`config.mk`:
```
export PLATFORM = sky130hd
export DESIGN_NAME = ofst_ram
export DESIGN_NICKNAME = d
export VERILOG_FILES = /design/src/sv/ofst_ram.sv
export SDC_FILE = /design/constraint.sdc
export NUM_CORES = 1
export LEC_CHECK = 0
export ABC_AREA = 1
export BUFFER_PORTS_ARGS = -buffer_cell sky130_fd_sc_hd__buf_2
export CORE_MARGIN = 2
export CORE_UTILIZATION = 50
export DETAILED_ROUTE_END_ITERATION = 6
export PLACE_DENSITY = 0.79
export SYNTH_ARGS = -nofsm -noshare
export SYNTH_HDL_FRONTEND = slang
export SYNTH_SLANG_ARGS = --single-unit
```
`constraint.sdc`:
```
create_clock -name clock -period 0.97 [get_ports clock]
set_input_delay 0 -clock clock [delete_from_list [all_inputs] [get_ports clock]]
set_output_delay 0 -clock clock [all_outputs]
set_load 0.01 [all_outputs]
```
`src/sv/ofst_ram.sv`:
```
// ofst_ram: generic single-port-write, single-port-read ram
// read data is registered; no dependencies
module ofst_ram #(
   parameter int WIDTH = 8,
   parameter int DEPTH = 16,
   localparam int AW = (DEPTH > 1) ? $clog2(DEPTH) : 1
) (
   input  logic             clock,
   input  logic             wr_en,
   input  logic [AW-1:0]    wr_addr,
   input  logic [WIDTH-1:0] wr_data,
   input  logic [AW-1:0]    rd_addr,
   output logic [WIDTH-1:0] rd_data
);

   logic [WIDTH-1:0] mem [DEPTH];
   logic [WIDTH-1:0] rd_data_ff;

   always_ff @(posedge clock) begin
      if (wr_en) begin
         mem[wr_addr] <= wr_data;
      end
      rd_data_ff <= mem[rd_addr];
   end

   assign rd_data = rd_data_ff;

endmodule

```
==> flow_results.org, run 1 <==
** Yosys
- Counting flops and latches in the post-synthesis netlist gives approximately 140.
- Share of synthesized area occupied by flip-flops and latches :: 69.4%
- sky130_fd_sc_hd__edfxtp_1 takes more of the synthesized area than any other cell.
- The number of nets in the synthesized netlist is about 570.
- Area share of the largest cell type after synthesis :: 66.7%
- Cell area after technology mapping :: about 5800 µm²
- Largest cells by area after synthesis :: sky130_fd_sc_hd__edfxtp_1 67%, sky130_fd_sc_hd__nand2_1 11%, sky130_fd_sc_hd__nand3_1 8.4%
- A synthesized cell averages 10.5 µm².
- Synth warn :: 0
- Yosys cell types :: 12
- Syn Inst Count :: 551

** Setup path
- Kind of capture point of the worst setup path :: register
- Peak fanout along the critical path :: 1
- WP data arrival :: between 1 and 1.5 ns
- The setup path with the least slack is of type register to register.
- Critical path data required time :: 1.27 ns
- STA classifies the critical path startpoint as a register.

** Run
- Count of maximum capacitance violations :: 0

** Clock network
- After clock tree synthesis, the clock-pin slew on the worst setup and hold paths is 0.06 ns.
- The later pin in the worst-skew pair is clocked with a latency of 0.41 ns.
- The H-tree was split into 4 levels.
- In this run the clock root is driven by a sky130_fd_sc_hd__clkbuf_16.
- TritonCTS built the clock tree.
- In this run the deepest clock path goes through 2 buffers.
- TritonCTS created 17 clock buffers.
- The clock net in this run drives a total of 136 sinks.

** Detailed routing
- After detailed routing, the total wire length is 12500 µm.
- Number of vias after detailed routing :: a little under 4000
- For this run, design rule violations remaining after detail routing come to 0.
- After the first detailed-routing iteration, the DRC count stood at 392.
- The count of nets left with antenna violations once routing finished came out at 0.
- Using the TritonRoute via totals, the vias-per-cell ratio works out to between 5 and 6.
- Dividing the detail-routed wire length by the instance count gives 16.4 µm.
- Before antenna repair, the detailed router went through 5 iterations.

** Cells and area
- Total inserted antenna cells :: 0
- Number of standard cells in the layout, taps in and fillers out :: approximately 770
- The finished cells cover 7060 µm².
- Number of nets in the layout :: 628
- Ratio of cells with drive above 1 in the final layout :: 20.5%
- Final core utilization :: 62.4%
- Area Growth Syn to Fin :: 22.4%

** Status
- The flow ran to the end, and the final reports show no timing, DRC or antenna violations.

** Timing
- Based on the critical path, the design can be clocked at up to 1070 MHz.
- The hold violation count in the final report came to 0.
- At the pin with the least slew margin, the transition time is 0.372 ns.
- The smallest clock period supported by the final layout is computed as 0.934 ns.
- Hold is met by 0.0352 ns.
- Setup repair after global routing could not meet its margin everywhere.
- Headroom to the max-slew limit came out at 75.2%.
- The count of pins over their slew limit was 0.
- Setup violations remaining at the end of the flow were counted as 0.
- Period Utilization, post-route :: a little under 100%
- Final Skew :: approximately 0.0058 ns

** Pwr
- Internal :: 0.0109 W
- Proportion of total power due to net switching :: a little over a fifth
- Static Leak :: around 3.1 nW
- Power spread over the standard cell area amounts to 1970 nW/µm².
- Relative contribution of sequential cells to total power :: 47.7%
- Maximum VDD drop :: around 1.2 mV
- Part of the total power dissipated in the clock network :: 45.6%
- Combinational logic is responsible for 6.7% of the overall power.
- Net Sw Power :: about 0.0030 W

** Place
- Number of placed cells counting well taps :: 727
- At the end of routability-driven placement, the weighted congestion stood at 0.860.
- Port Buffers :: 25
- The placed instances occupy a cell area of 6210 µm².
- Estimated wirelength of the detail-placed design :: 7690 µm

** Floorplanning
- Height of the die :: 111 µm
- The initial utilization of the core area, before any placement, comes to about half.
- Count of boundary I/O pins :: 26
- Row count :: 39
- The core region is 11300 µm².
- The die covers 12400 µm².
- The die is 111 µm wide.

** GRT
- Total congestion overflow after global routing :: 0
- Met1 Track Usage GR :: roughly a quarter
- Largest net degree at the start of global routing :: 65
- Number of antenna violations at the first check in global routing :: 0
- Via count of the first global-routing pass :: 4105
- GR peak layer :: met2
- For this run, global-route usage on met2 was measured as between 30% and 40%.
- For this run, the total global-route usage over all layers was measured as 21.0%.
- GR Util met3 :: about 4.6%
- Wire length of the first global-routing pass :: 19900 µm

** Worst hold path
- Worst min path class :: input port to register
==> path summary, 6_finish.rpt <==
path	from	end	slack [ns]	cells past startpoint
worst min register to register	mem[2][1]	rd_data[1]	0.67	6
worst max-delay path	mem[9][3]	rd_data[3]	0.04	6
worst min-delay path	wr_data[3]	mem[0][3]	0.04	1
worst max register to register	mem[9][3]	rd_data[3]	0.04	6
==> power by group through the flow <==
stage          clock (W)  sequential [W]  combinational [W]
6_report         0.00633         0.00662           0.000931
4_1_cts          0.00641         0.00662           0.000856
2_1_floorplan          0         0.00674           0.000463
3_3_place_gp           0         0.00673           0.000792
5_1_grt          0.00671         0.00662            0.00103
3_5_place_dp           0         0.00674           0.000820
==> layer usage <==
layer	share of wire (%)	vias up
met5	0	-
met1	41	1928
met3	5.0	19
li1	-	1887
met4	1.7	0
met2	52	137
==> kinds of logic after synthesis <==
| kind of cell | synth area share, % |
|---|---|
| buffers and inverters | 9.52 |
| and+or+nand+nor | 21.0 |
| DFF | 69.4 |
==> sequential cells by signal, summed over array words and instances, names as in the netlist <==
register and cells:
mem 128, rd_data 8
==> layout make-up <==
cell class	instances	area, µm²
Sequential cell	136	4010
Timing Repair Buffer	64	498
Multi-Input combinational cell	289	1410
Clock inverter	13	155
Inverter	102	383
Tap cell	143	179
Clock buffer	19	433
Fill cell	851	4260
==> critical path, cell delays in order (launching register included) <==
cell and delay, ns:
sky130_fd_sc_hd__edfxtp_1 0.36, sky130_fd_sc_hd__inv_1 0.06, sky130_fd_sc_hd__nand2_1 0.05, sky130_fd_sc_hd__nand3_1 0.11, sky130_fd_sc_hd__nand3_2 0.09, sky130_fd_sc_hd__nand3_2 0.10, sky130_fd_sc_hd__nand2_1 0.06
==> timing repair <==
item / CTS / global route
buffers inserted: 0 / 0
hold buffers: 7 / 0
hold endpoints to repair: 103 / 0
pin swaps: 0 / 19
setup endpoints to repair: 1 / 9
resized for setup: 1 / 39
==> cells in the mapped netlist (all sizes together) <==
cell type,n
inv,102
nand3,97
nor2,17
edfxtp,128
nand2,173
buf,24
nand3b,2
dfxtp,8
==> cell usage in the layout (no fill, tap or decap) <==
| master | netlist | final |
|---|---|---|
| sky130_fd_sc_hd__buf_12 | 0 | 5 |
| sky130_fd_sc_hd__buf_2 | 13 | 25 |
| sky130_fd_sc_hd__buf_4 | 4 | 27 |
| sky130_fd_sc_hd__bufinv_16 | 0 | 3 |
| sky130_fd_sc_hd__clkbuf_1 | 0 | 2 |
| sky130_fd_sc_hd__clkbuf_16 | 0 | 17 |
| sky130_fd_sc_hd__clkinv_1 | 0 | 1 |
| sky130_fd_sc_hd__clkinv_2 | 0 | 4 |
| sky130_fd_sc_hd__clkinv_4 | 0 | 3 |
| sky130_fd_sc_hd__clkinvlp_4 | 0 | 2 |
| sky130_fd_sc_hd__dfxtp_1 | 8 | 7 |
| sky130_fd_sc_hd__dfxtp_2 | 0 | 1 |
| sky130_fd_sc_hd__dlygate4sd3_1 | 0 | 7 |
| sky130_fd_sc_hd__edfxtp_1 | 128 | 128 |
| sky130_fd_sc_hd__inv_1 | 100 | 100 |
| sky130_fd_sc_hd__inv_2 | 2 | 2 |
| sky130_fd_sc_hd__nand2_1 | 173 | 172 |
| sky130_fd_sc_hd__nand2_2 | 0 | 1 |
| sky130_fd_sc_hd__nand3_1 | 97 | 59 |
| sky130_fd_sc_hd__nand3_2 | 0 | 38 |
| sky130_fd_sc_hd__nand3b_1 | 2 | 2 |
| sky130_fd_sc_hd__nor2_1 | 17 | 17 |
==> per-stage QoR <==
stage | total power, W | setup slack [ns] | TNS, ns
global route | 0.0144 | -0.0324 | -0.161
global placement | 0.00752 | -0.0331 | -0.0624
detailed placement | 0.00756 | -0.0688 | -0.176
floorplan | 0.00721 | 0.0192 | 0
CTS | 0.0139 | 0.0103 | 0
finish | 0.0139 | 0.0361 | 0
(Power assumes the default switching activity.)
==> inputs of run 2 (changes only) <==
--- a/config.mk
+++ b/config.mk
@@ -6,7 +6,7 @@
 export NUM_CORES = 1
 export LEC_CHECK = 0
 export ABC_AREA = 1
-export BUFFER_PORTS_ARGS = -buffer_cell sky130_fd_sc_hd__buf_2
+export BUFFER_PORTS_ARGS = -buffer_cell sky130_fd_sc_hd__buf_4
 export CORE_MARGIN = 2
 export CORE_UTILIZATION = 50
 export DETAILED_ROUTE_END_ITERATION = 6
==> run 2 against run 1 <==
  * The run now ends with negative setup slack left
  * Cell count is the same
  * Design area grew 1.1%
  * Via count grew 3.7%
  * Clock skew grew 0.0022 ns
  * First-iteration DRC count grew 33%
  * Clock power grew 8.8%
  * Global-route usage grew 0.55 points
  * Critical path depth is the same
  * Total power grew 4.4%
  * Setup slack lost 0.084 ns
  * Routed wire length grew 6.3%
  * Critical endpoint is now rd_data[5]
  * Highest routed layer unchanged
==> flow_results.org, run 2 (same netlist as run 1, synthesis figures left out) <==
** Status
- The run finished, with violations left.
- The checks that failed: negative setup slack.

** Clock network
- Clock tree synthesis selected as its root buffer the cell sky130_fd_sc_hd__clkbuf_16.
- Number of clock sinks seen by CTS :: between 100 and 150
- Clock transition at the register clock pins on the worst setup and hold paths after CTS :: around 0.050 ns
- Post-CTS timing repair inserted 0 buffers for setup.
- Clock latency on the worst-skew pair :: between 0.4 and 0.5 ns
- TritonCTS built the clock tree.
- Maximum number of buffers from clock root to sink :: 2
- TritonCTS created 17 clock buffers.
- The clock tree synthesis step divided the H-tree into 4 levels.

** Floorplanning
- Count of boundary I/O pins :: 26
- Floorplan die area :: 12400 µm²
- Core Footprint :: 11300 µm²
- The floorplan has 39 rows.
- Initial core utilization :: 50.9%
- In this run the vertical extent of the chip is 111 µm.
- Horizontal die dimension :: 111 µm

** Detailed routing
- Highest signal layer in the routed design :: met4
- Post-detailed-route via-to-cell ratio :: 5.38
- Routed WL per cell :: between 15 and 20 µm
- Number of DRC violations after detailed routing :: 0
- Total routed wire length on the met1 layer :: 5060 µm
- The detail route stage leaves a number of antenna-violating nets equal to 0.
- Met3 routed wirelength :: 1130 µm
- The detailed router finished its first iteration with 520 violations.
- Pre-antenna DRT Iters :: 6
- Met2 routed WL :: 6750 µm
- Number of vias after detailed routing :: 4118
- The routed design has 13300 µm of wire.

** Cells and area
- Area Growth Syn to Fin :: 23.8%
- Register with the most flip-flops :: mem
- At the end of the flow the core is filled with cells to 63.1%.
- The repair_antennas step left the layout with diodes totalling 0.
- Most frequent cells in the layout :: 168 x sky130_fd_sc_hd__nand2_1, 128 x sky130_fd_sc_hd__edfxtp_1, 96 x sky130_fd_sc_hd__inv_1, 72 x sky130_fd_sc_hd__nand3_1, 47 x sky130_fd_sc_hd__buf_4
- Commonest non-fill, non-tap cell in the layout :: sky130_fd_sc_hd__nand2_1
- Ratio of cells with drive above 1 in the final layout :: 19.1%
- After routing the design area is 7140 µm².
- For this run, the post-layout net count is roughly 630.
- Count of filler cells inserted in the layout :: around 800
- Number of flip-flops under the largest register name :: roughly 130

** Timing
- Period Utilization, post-route :: 105%
- Setup violations remaining at the end of the flow were counted as 4.
- In this run the tightest slew margin relative to its limit is 72.0%.
- Number of pins with negative max-slew slack in the final report :: 0
- Worst slew pin tran :: 0.420 ns
- The hold violation count in the final report is 0.
- Highest clock rate :: 982 MHz
- RSZ-0062 raised after global routing :: true
- Worst path setup slack after routing :: -0.0483 ns
- Final Skew :: 0.00804 ns
- The smallest clock period supported by the final layout is computed as 1.02 ns.

** Place
- Placer's final routability congestion estimate :: around 0.94
- Post-DP Area :: 6250 µm²
- In this run the tool buffered the top-level ports with 25 buffer cells.
- Worst slack at placement :: -0.0608 ns
- Estimated wirelength of the detail-placed design :: 7730 µm

** Setup path
- The critical path goes through inv_1 > nand2_1 > nand3_2 > nand3_2 > nand3_2 > nand2_1.
- Kind of capture point of the worst setup path :: register
- Critical path data required time :: 1.27 ns
- Largest delay share family, worst path :: simple AND/OR/NAND/NOR gates
- STA puts the critical path data arrival time at 1.32 ns.
- The largest single stage delay on the critical path is 0.38 ns.
- The critical path in this run is classified as register to register.
- Most frequent cell on the critical path :: sky130_fd_sc_hd__nand3_2
- Sort of element at the start of the critical path :: register
- Register-to-register setup slack :: -0.05 ns
- Total buffers and inverters traversed by the critical path :: 1
- Along the worst path, the maximum fanout reaches 1.
- For this design, the slowest cell found on the critical path is sky130_fd_sc_hd__edfxtp_1.

** Pwr
- The analysis attributes to cell leakage a power of 3.10 nW.
- Maximum VDD drop :: 1.19 mV
- Total power per unit cell area :: ~2000 nW/µm²

** GRT
- Entering global routing, the biggest net connects 37 pins.
- Total congestion overflow after global routing :: 0
- Global-route usage over all layers :: a little over a fifth
- The via count of the first global-routing pass came to 3973.
- The number of antenna violations at the first check in global routing is 0.
- Wire length of the first global-routing pass :: ~20000 µm

** Run
- The tool flagged a number of max-cap violations equal to 0.

** Worst hold path
- In this run the worst hold path is classified as input port to register.
==> run 2: through the flow <==
step	total power (W)	cells	TNS [ns]	hold WS, ns
6_report	0.0145	766	-0.0979	0.00951
5_1_grt	0.0149	766	-0.276	0.0226
4_1_cts	0.0145	766	0	0.0194
3_5_place_dp	0.00760	723	-0.165	0.331
3_3_place_gp	0.00758	723	-0.0364	0.320
2_1_floorplan	0.00721	551	0	0.0989
==> run 2: final timing paths <==
path                                  from          to  cells past startpoint
worst max-delay path             mem[4][5]  rd_data[5]                      6
worst min-delay path            rd_addr[2]  rd_data[5]                      4
worst max register to register   mem[4][5]  rd_data[5]                      6
worst min register to register  mem[10][7]  rd_data[7]                      6
==> run 2: area by class of cell <==
type	instances	area, µm²	area share (%)
clock buffers	19	433	6.06
clock inverters	13	204	2.86
inverters	102	383	5.36
multi-input cells	289	1350	18.9
flip-flops and latches	136	4010	56.1
well taps	143	179	2.51
repair buffers	64	583	8.17
==> run 2: where the power goes <==
group          leakage [nW]  internal [W]  switching (W)  total (W)
registers              1.22       0.00657      0.0000482    0.00662
clock network         0.301       0.00455        0.00235    0.00689
logic                  1.58      0.000369       0.000613   0.000982
==> run 2: repair_timing <==
action / CTS / global route
pin swaps: 1 / 10
endpoints found under the hold margin: 136 / 0
hold buffers: 11 / 0
resized for setup: 4 / 31
setup endpoints to repair: 2 / 9
==> run 2: per-layer routing <==
| metal | up-vias | GRT usage, % |
|---|---|---|
| li1 | 1888 | - |
| met4 | 0 | 9.38 |
| met5 | - | 0 |
| met3 | 40 | 5.17 |
| met2 | 232 | 36.5 |
| met1 | 1958 | 26.7 |
==> run 2: worst reg2reg max path, cell delays in order (launching register included) <==
cell	delay (ns)
sky130_fd_sc_hd__edfxtp_1	0.38
sky130_fd_sc_hd__inv_1	0.07
sky130_fd_sc_hd__nand2_1	0.10
sky130_fd_sc_hd__nand3_2	0.11
sky130_fd_sc_hd__nand3_2	0.09
sky130_fd_sc_hd__nand3_2	0.08
sky130_fd_sc_hd__nand2_1	0.07
